$ cat src/sv/hmu_pkg.sv
// hmu_pkg: shared types, codes and defaults of the handoff mutex unit
package hmu_pkg;

   localparam int unsigned MAX_REQUESTERS_DEF = 16;
   localparam int unsigned COUNT_BITS_DEF     = 16;
   localparam int unsigned QUEUE_DEPTH        = 2;
   localparam int unsigned ID_BITS            = 4;

   typedef enum logic [1:0] {
      OP_LOCK    = 2'd0,
      OP_TRYLOCK = 2'd1,
      OP_UNLOCK  = 2'd2,
      OP_DESTROY = 2'd3
   } op_type;

   typedef enum logic [2:0] {
      ST_OK        = 3'd0,
      ST_QUEUED    = 3'd1,
      ST_BUSY      = 3'd2,
      ST_DEADLOCK  = 3'd3,
      ST_NOT_OWNER = 3'd4,
      ST_LIMIT     = 3'd5
   } status_type;

   localparam logic [1:0] MODE_NORMAL     = 2'd0;
   localparam logic [1:0] MODE_RECURSIVE  = 2'd1;
   localparam logic [1:0] MODE_ERRORCHECK = 2'd2;

   typedef struct packed {
      op_type              operation;
      logic [ID_BITS-1:0]  requester_id;
   } req_type;

   typedef struct packed {
      logic [2:0]          status;
      logic                wake_valid;
      logic [ID_BITS-1:0]  wake_id;
      logic                held;
      logic [ID_BITS-1:0]  owner_now;
   } rsp_type;

   typedef struct packed {
      op_type              op;
      logic                acquire;
      logic [ID_BITS-1:0]  id;
   } cmd_type;

endpackage

$ cat src/sv/fifo_handoff_mutex_unit.sv
// fifo_handoff_mutex_unit: top level of the hardware lock with a waiter queue
//
//   channel   ports                           moves
//   request   req_push  req_full  req_data    operation, requester_id
//   response  rsp_pop   rsp_empty rsp_data    status, wake, held, owner
//   csr       csr_valid csr_ready csr_data    mutex_mode
//
// one request per cycle unless a handoff unlock waits or a full queue stalls it
// a handoff unlock waits when the queue head just moved or was just written,
// caused by the registered read port of the waiter memory
// reset is synchronous and needs no clearing pass; csr_ready is always high
// each side stalls on its own through the two-entry command and response queues
module fifo_handoff_mutex_unit #(
   parameter int unsigned MAX_REQUESTERS = hmu_pkg::MAX_REQUESTERS_DEF,
   parameter int unsigned COUNT_BITS     = hmu_pkg::COUNT_BITS_DEF
) (
   input  logic             clock,
   input  logic             reset,
   input  logic             req_push,
   input  hmu_pkg::req_type req_data,
   output logic             req_full,
   output logic             rsp_empty,
   output hmu_pkg::rsp_type rsp_data,
   input  logic             rsp_pop,
   input  logic             csr_valid,
   output logic             csr_ready,
   input  logic [1:0]       csr_data
);

   logic             cmd_valid, cmd_pop, rsp_push, rsp_full;
   hmu_pkg::cmd_type cmd;
   hmu_pkg::rsp_type rsp_new;

   assign csr_ready = 1'b1;

   hmu_front u_front (
      .clock     (clock),
      .reset     (reset),
      .req_push  (req_push),
      .req_data  (req_data),
      .req_full  (req_full),
      .cmd_valid (cmd_valid),
      .cmd       (cmd),
      .cmd_pop   (cmd_pop)
   );

   hmu_back #(
      .MAX_REQUESTERS (MAX_REQUESTERS),
      .COUNT_BITS     (COUNT_BITS)
   ) u_back (
      .clock     (clock),
      .reset     (reset),
      .csr_write (csr_valid && csr_ready),
      .csr_data  (csr_data),
      .cmd_valid (cmd_valid),
      .cmd       (cmd),
      .cmd_pop   (cmd_pop),
      .rsp_full  (rsp_full),
      .rsp_push  (rsp_push),
      .rsp       (rsp_new)
   );

   hmu_queue #(
      .item_type (hmu_pkg::rsp_type),
      .DEPTH     (hmu_pkg::QUEUE_DEPTH)
   ) u_rsp_queue (
      .clock     (clock),
      .reset     (reset),
      .push      (rsp_push),
      .push_data (rsp_new),
      .full      (rsp_full),
      .pop       (rsp_pop),
      .pop_data  (rsp_data),
      .empty     (rsp_empty)
   );

endmodule

$ cat src/sv/hmu_queue.sv
// hmu_queue: small synchronous queue of generic items
module hmu_queue #(
   parameter type         item_type = logic,
   parameter int unsigned DEPTH     = hmu_pkg::QUEUE_DEPTH
) (
   input  logic     clock,
   input  logic     reset,
   input  logic     push,
   input  item_type push_data,
   output logic     full,
   input  logic     pop,
   output item_type pop_data,
   output logic     empty
);

   localparam int unsigned PTR_BITS = (DEPTH > 1) ? $clog2(DEPTH) : 1;
   localparam int unsigned CNT_BITS = $clog2(DEPTH + 1);

   item_type              slot_ff [DEPTH];
   logic [PTR_BITS-1:0]   head_ff, head_in;
   logic [PTR_BITS-1:0]   tail_ff, tail_in;
   logic [CNT_BITS-1:0]   count_ff, count_in;
   logic                  do_push, do_pop;

   assign full     = (count_ff == CNT_BITS'(DEPTH));
   assign empty    = (count_ff == '0);
   assign do_push  = push && !full;
   assign do_pop   = pop && !empty;
   assign pop_data = slot_ff[head_ff];

   always_comb begin
      head_in  = head_ff;
      tail_in  = tail_ff;
      count_in = count_ff;
      if (do_push) begin
         tail_in = (tail_ff == PTR_BITS'(DEPTH - 1)) ? '0 : tail_ff + 1'b1;
      end
      if (do_pop) begin
         head_in = (head_ff == PTR_BITS'(DEPTH - 1)) ? '0 : head_ff + 1'b1;
      end
      if (do_push && !do_pop) begin
         count_in = count_ff + 1'b1;
      end else if (do_pop && !do_push) begin
         count_in = count_ff - 1'b1;
      end
   end

   always_ff @(posedge clock) begin
      if (reset) begin
         head_ff  <= '0;
         tail_ff  <= '0;
         count_ff <= '0;
      end else begin
         head_ff  <= head_in;
         tail_ff  <= tail_in;
         count_ff <= count_in;
      end
   end

   always_ff @(posedge clock) begin
      if (do_push) begin
         slot_ff[tail_ff] <= push_data;
      end
   end

endmodule

$ cat src/sv/hmu_front.sv
// hmu_front: request intake, classification and command queue
module hmu_front (
   input  logic             clock,
   input  logic             reset,
   input  logic             req_push,
   input  hmu_pkg::req_type req_data,
   output logic             req_full,
   output logic             cmd_valid,
   output hmu_pkg::cmd_type cmd,
   input  logic             cmd_pop
);

   hmu_pkg::cmd_type cmd_new;
   logic             cmd_empty;

   always_comb begin
      cmd_new.op      = req_data.operation;
      cmd_new.id      = req_data.requester_id;
      cmd_new.acquire = (req_data.operation == hmu_pkg::OP_LOCK) ||
                        (req_data.operation == hmu_pkg::OP_TRYLOCK);
   end

   hmu_queue #(
      .item_type (hmu_pkg::cmd_type),
      .DEPTH     (hmu_pkg::QUEUE_DEPTH)
   ) u_cmd_queue (
      .clock     (clock),
      .reset     (reset),
      .push      (req_push),
      .push_data (cmd_new),
      .full      (req_full),
      .pop       (cmd_pop),
      .pop_data  (cmd),
      .empty     (cmd_empty)
   );

   assign cmd_valid = !cmd_empty;

endmodule

$ cat src/sv/hmu_back.sv
// hmu_back: lock state, hold count and waiter queue, one command per step
module hmu_back #(
   parameter int unsigned MAX_REQUESTERS = hmu_pkg::MAX_REQUESTERS_DEF,
   parameter int unsigned COUNT_BITS     = hmu_pkg::COUNT_BITS_DEF
) (
   input  logic             clock,
   input  logic             reset,
   input  logic             csr_write,
   input  logic [1:0]       csr_data,
   input  logic             cmd_valid,
   input  hmu_pkg::cmd_type cmd,
   output logic             cmd_pop,
   input  logic             rsp_full,
   output logic             rsp_push,
   output hmu_pkg::rsp_type rsp
);

   localparam int unsigned PTR_BITS  = $clog2(MAX_REQUESTERS);
   localparam int unsigned FILL_BITS = $clog2(MAX_REQUESTERS + 1);
   localparam int unsigned IDW       = hmu_pkg::ID_BITS;

   logic [1:0]            mode_ff;
   logic                  owner_valid_ff, owner_valid_in;
   logic [IDW-1:0]        owner_id_ff, owner_id_in;
   logic [COUNT_BITS-1:0] count_ff, count_in;
   logic [PTR_BITS-1:0]   head_ff, head_in;
   logic [PTR_BITS-1:0]   tail_ff, tail_in;
   logic [FILL_BITS-1:0]  fill_ff, fill_in;
   logic                  fresh_ff, fresh_in;
   logic [IDW-1:0]        waiter_ff [MAX_REQUESTERS];
   logic [IDW-1:0]        head_id_ff;

   logic                  is_owner, mode_rec, mode_err, count_max, count_multi;
   logic                  fifo_full, fifo_empty, needs_head, issue;
   logic                  wr_en, handoff;
   hmu_pkg::status_type   status;

   assign is_owner    = owner_valid_ff && (owner_id_ff == cmd.id);
   assign mode_rec    = (mode_ff == hmu_pkg::MODE_RECURSIVE);
   assign mode_err    = (mode_ff == hmu_pkg::MODE_ERRORCHECK);
   assign count_max   = (count_ff == '1);
   assign count_multi = (count_ff > COUNT_BITS'(1));
   assign fifo_full   = (fill_ff == FILL_BITS'(MAX_REQUESTERS));
   assign fifo_empty  = (fill_ff == '0);
   assign needs_head  = (cmd.op == hmu_pkg::OP_UNLOCK) && is_owner &&
                        !(mode_rec && count_multi) && !fifo_empty;
   assign issue       = cmd_valid && !rsp_full && (!needs_head || fresh_ff);
   assign cmd_pop     = issue;
   assign rsp_push    = issue;

   always_comb begin
      owner_valid_in = owner_valid_ff;
      owner_id_in    = owner_id_ff;
      count_in       = count_ff;
      head_in        = head_ff;
      tail_in        = tail_ff;
      fill_in        = fill_ff;
      status         = hmu_pkg::ST_OK;
      wr_en          = 1'b0;
      handoff        = 1'b0;
      if (cmd.acquire) begin
         priority if (!owner_valid_ff) begin
            owner_valid_in = 1'b1;
            owner_id_in    = cmd.id;
            count_in       = COUNT_BITS'(1);
         end else if (is_owner && mode_rec) begin
            if (count_max) begin
               status = hmu_pkg::ST_LIMIT;
            end else begin
               count_in = count_ff + 1'b1;
            end
         end else if (cmd.op == hmu_pkg::OP_TRYLOCK) begin
            status = hmu_pkg::ST_BUSY;
         end else if (is_owner && mode_err) begin
            status = hmu_pkg::ST_DEADLOCK;
         end else if (fifo_full) begin
            status = hmu_pkg::ST_LIMIT;
         end else begin
            status  = hmu_pkg::ST_QUEUED;
            wr_en   = 1'b1;
            tail_in = (tail_ff == PTR_BITS'(MAX_REQUESTERS - 1)) ? '0 : tail_ff + 1'b1;
            fill_in = fill_ff + 1'b1;
         end
      end else if (cmd.op == hmu_pkg::OP_UNLOCK) begin
         priority if (!is_owner) begin
            status = hmu_pkg::ST_NOT_OWNER;
         end else if (mode_rec && count_multi) begin
            count_in = count_ff - 1'b1;
         end else if (fifo_empty) begin
            owner_valid_in = 1'b0;
            owner_id_in    = '0;
            count_in       = '0;
         end else begin
            handoff        = 1'b1;
            owner_valid_in = 1'b1;
            owner_id_in    = head_id_ff;
            count_in       = COUNT_BITS'(1);
            head_in = (head_ff == PTR_BITS'(MAX_REQUESTERS - 1)) ? '0 : head_ff + 1'b1;
            fill_in = fill_ff - 1'b1;
         end
      end else begin
         status = owner_valid_ff ? hmu_pkg::ST_BUSY : hmu_pkg::ST_OK;
      end

      rsp.status     = status;
      rsp.wake_valid = handoff;
      rsp.wake_id    = handoff ? head_id_ff : '0;
      rsp.held       = owner_valid_in;
      rsp.owner_now  = owner_valid_in ? owner_id_in : '0;

      // head entry read is registered: stale after the head moves or is written
      fresh_in = 1'b1;
      if (issue) begin
         fresh_in = !handoff && !(wr_en && (tail_ff == head_ff));
      end
   end

   always_ff @(posedge clock) begin
      if (reset) begin
         mode_ff        <= hmu_pkg::MODE_NORMAL;
         owner_valid_ff <= 1'b0;
         owner_id_ff    <= '0;
         count_ff       <= '0;
         head_ff        <= '0;
         tail_ff        <= '0;
         fill_ff        <= '0;
         fresh_ff       <= 1'b0;
      end else begin
         if (csr_write) begin
            mode_ff <= csr_data;
         end
         fresh_ff <= fresh_in;
         if (issue) begin
            owner_valid_ff <= owner_valid_in;
            owner_id_ff    <= owner_id_in;
            count_ff       <= count_in;
            head_ff        <= head_in;
            tail_ff        <= tail_in;
            fill_ff        <= fill_in;
         end
      end
   end

   always_ff @(posedge clock) begin
      if (issue && wr_en) begin
         waiter_ff[tail_ff] <= cmd.id;
      end
      head_id_ff <= waiter_ff[head_ff];
   end

endmodule

$ cat config.mk
export PLATFORM = sky130hd
export DESIGN_NAME = fifo_handoff_mutex_unit
export DESIGN_NICKNAME = d
export VERILOG_FILES = /design/src/sv/hmu_pkg.sv /design/src/sv/fifo_handoff_mutex_unit.sv /design/src/sv/hmu_queue.sv /design/src/sv/hmu_front.sv /design/src/sv/hmu_back.sv
export SDC_FILE = /design/constraint.sdc
export NUM_CORES = 1
export LEC_CHECK = 0
export BUFFER_PORTS_ARGS = -buffer_cell sky130_fd_sc_hd__buf_2
export CORE_ASPECT_RATIO = 1.5
export CORE_UTILIZATION = 45
export CTS_BUF_LIST = sky130_fd_sc_hd__clkbuf_2
export DETAILED_ROUTE_END_ITERATION = 8
export PLACE_DENSITY = 0.66
export SETUP_SLACK_MARGIN = 0.3
export SLEW_MARGIN = 40
export SYNTH_ARGS = -nofsm -noshare
export SYNTH_HDL_FRONTEND = slang
export SYNTH_HIERARCHICAL = 1
export SYNTH_SLANG_ARGS = --single-unit
$ cat constraint.sdc
create_clock -name clock -period 8.4 [get_ports clock]
set_input_delay 1.26 -clock clock [delete_from_list [all_inputs] [get_ports clock]]
set_output_delay 1.26 -clock clock [all_outputs]
set_load 0.005 [all_outputs]
==> impl_metrics.py <==
metrics = {
    "status": {
        "outcome": "finished clean",
    },
    "power_and_ir_drop": {
        "seqPwrFrac_pct": 49.1,
        "total_power_mw": 2.08,
        "intPower_mw": 1.31,
        "p_clk_share_pct": 19.5,
        "combinationalPowerShare_pct": 31.4,
        "swShare_pct": 36.9,
        "peakVddDrop_mv": 0.131,
        "p_leak_nw": 2.75,
        "p_sw_mw": 0.768,
        "p_per_area_mw_per_mm2": 261,
    },
    "grt": {
        "grt_overflow": 0,
        "grt_pass1_wl_mm": 25.7,
        "grt.total_usage_pct": 19.4,
        "grt.met2_usage_pct": 33.7,
        "antenna_found_initial": 1,
        "gr-usage-met3_pct": 3.84,
        "busiest_layer": "met2",
        "gr-usage-met1_pct": 23.2,
        "first_global_vias": 4966,
        "grt_max_degree": 32,
    },
    "timing": {
        "timing.final.ws_setup_ns": 4.38,
        "clock_skew_ns": 0.0254,
        "period_share_pct": 47.8,
        "finalSetupViolCount": 0,
        "hold_viol": 0,
        "tns_ns": 0,
        "clock.fmax_mhz": 249,
        "rsz0062_at_grt": "no",
        "tightest_slew_ns": 0.757,
        "drv_slew": 0,
        "relSlewSlack_pct": 49.5,
        "holdWs_ns": 0.503,
        "min_period_ns": 4.02,
    },
    "clock_tree": {
        "clk_pin_slew_ns": 0.23,
        "cts_buffer_depth": 2,
        "clockRootBuffer": "clkbuf_2",
        "cts_resized": 0,
        "numCtsBuffers": 17,
        "postCtsHoldBufs": 0,
        "cts_max_level": 4,
        "clock-sinks": 155,
        "cts_setup_buffers": 0,
        "clk_latency_ns": 0.68,
        "cts_tree": "yes",
    },
    "placement": {
        "dp_slack_ns": 4.45,
        "portBuffers": 27,
        "place_hpwl_mm": 11.1,
        "placed_cells": 807,
        "place_congestion": 0.870,
        "placed_area_sq_mm": 0.00771,
    },
    "synth": {
        "synthFlopType": "edfxtp_1",
        "avgSynthCellArea_sq_um": 12.3,
        "yosysWarnings": 6,
        "syn_area_sq_mm": 0.00749,
        "syn_nets": 634,
        "synthCells": 607,
        "ys_types": 71,
        "async_flop_share_pct": 0,
        "synth_seq_cells": 155,
        "synth_edf_count": 104,
        "synth.area.top_cells": "edfxtp_1 (42%), dfxtp_1 (14%), mux4_2 (6.0%), mux2_2 (3.5%), a21oi_1 (2.4%)",
        "synth_top_area_share_pct": 41.7,
        "ys_seq_area_share_pct": 55.3,
        "synth_top_area_cell": "edfxtp_1",
    },
    "worst_hold_path": {
        "min_path_type": "register to register",
        "hold_path_depth": 2,
        "worstHoldStart": "u_front/u_cmd_queue/tail_ff",
        "whs_endpoint": "u_front/u_cmd_queue/tail_ff",
    },
    "worst_setup_path": {
        "end_kind": "register",
        "crit_required_ns": 9.03,
        "path_max_fanout": 22,
        "r2r_slack_ns": 4.38,
        "rr_endpoint": "u_rsp_queue/count_ff[1]",
        "critPathLaunchType": "register",
        "r2r_cells": 11,
        "crit_type": "register to register",
        "arrival_ns": 4.64,
    },
    "cells_and_area": {
        "drive_above_1_share_pct": 21.3,
        "final_cell_mix": "edfxtp_1 (104), dfxtp_1 (50), nor2_1 (38)",
        "multi_input_area_sq_mm": 0.00305,
        "regArea_sq_mm": 0.00415,
        "final_nets": 647,
        "design_area_sq_mm": 0.00795,
        "fin_cells": 840,
        "syn_to_final_growth_pct": 6.14,
        "fill_cells": 1451,
        "fin_util_pct": 48.9,
        "final_common_cell": "edfxtp_1",
    },
    "drt": {
        "vias": 5054,
        "vias_per_cell": 6.02,
        "ant_nets": 0,
        "dr.pass1.iters": 5,
        "drt-total-wl_mm": 15.9,
        "drt_first_iter_violations": 408,
        "drt-wirelength-per-cell_um": 18.9,
        "drc": 0,
    },
    "floorplan": {
        "io_pins": 29,
        "die_area_sq_mm": 0.0172,
        "die_h_um": 160,
        "rows": 57,
        "initial_core_util_pct": 46.1,
        "die_w_um": 107,
        "core_sq_mm": 0.0163,
    },
    "flow_run": {
        "drv_cap": 0,
    },
}
## area by class of cell
class | count | share of cell area, %
inverters | 26 | 1.23
flip-flops and latches | 155 | 52.1
clock buffers | 17 | 1.07
repair buffers | 31 | 2.08
well taps | 206 | 3.24
diodes | 1 | 0.0315
multi-input cells | 389 | 38.3
clock inverters | 15 | 1.92
## worst max-delay path by stage
stage | startpoint | to | slack, ns | depth (start not counted)
finish | register | u_rsp_queue/count_ff[1] | 4.38 | 11
global route | register | u_rsp_queue/count_ff[1] | 4.08 | 11
CTS | register | u_rsp_queue/count_ff[1] | 4.43 | 11
detailed placement | register | u_rsp_queue/count_ff[1] | 4.45 | 11
global placement | register | u_rsp_queue/count_ff[1] | 4.57 | 11
floorplan | register | u_rsp_queue/count_ff[1] | 5.16 | 14
## critical path: stages, from the launching register on
cell and delay [ns]:
dfxtp_1 0.54, mux2_2 0.52, xnor2_1 0.21, nand4_1 0.35
nor4_1 0.57, a21o_4 0.29, inv_1 0.35, inv_1 0.19
nor2_1 0.09, ha_1 0.34, or3_1 0.38, a21oi_1 0.14
## sequential cells by signal, indices dropped and copies added, names as in the netlist, 4 cells and up, named ones only
name	cells
u_rsp_queue/slot_ff	26
u_back/head_id_ff	4
u_back/count_ff	16
u_back/owner_id_ff	4
u_front/u_cmd_queue/slot_ff	14
u_back/waiter_ff	64
u_back/head_ff	4
u_back/fill_ff	5
u_back/tail_ff	4
## Yosys cell counts (3+ instances only)
| master | number |
|---|---|
| or2_2 | 4 |
| clkbuf_1 | 17 |
| o21ai_0 | 21 |
| inv_1 | 26 |
| nor4_1 | 6 |
| nand4_1 | 11 |
| a311oi_2 | 3 |
| dfxtp_1 | 51 |
| mux2_2 | 23 |
| nand2_1 | 23 |
| buf_4 | 6 |
| nand3_1 | 12 |
| xor2_1 | 10 |
| xnor2_1 | 8 |
| nor3_1 | 8 |
| a311oi_1 | 4 |
| mux4_2 | 20 |
| edfxtp_1 | 104 |
| a31oi_1 | 14 |
| nor2_1 | 38 |
| mux2i_1 | 5 |
| o22ai_1 | 4 |
| a22oi_1 | 4 |
| and2_1 | 8 |
| a21oi_1 | 36 |
| a21o_1 | 3 |
| nor2b_1 | 8 |
| and3_1 | 18 |
| a221oi_1 | 3 |
| or3_1 | 8 |
| o32ai_1 | 11 |
| buf_2 | 7 |
| ha_1 | 13 |
| o31a_1 | 4 |
| o31ai_1 | 6 |
| nor2b_2 | 3 |
| a211oi_1 | 9 |
| nand2b_1 | 6 |
## kinds of logic after synthesis
logic type / synth area share (%)
xor+xnor: 2.10
simple gates: 12.3
fa+ha+maj: 2.44
other cells: 0.0500
mux: 10.1
compound gates: 13.4
buf+inv: 4.19
flops: 55.3
## power by group through the flow
stage / Sequential (mW) / Clock [mW] / Combinational [mW]
after CTS: 1.02 / 0.422 / 0.649
after global placement: 1.03 / 0 / 0.632
after global routing: 1.03 / 0.450 / 0.721
after detailed placement: 1.04 / 0 / 0.645
final: 1.02 / 0.405 / 0.653
after floorplan: 1.00 / 0 / 0.507
## layer usage
metal / routed length [um] / vias to the layer above
met5: 0 / -
met4: 267 / 0
met3: 761 / 21
met2: 8460 / 180
met1: 6420 / 2491
li1: - / 2362
(Power assumes the default switching activity.)
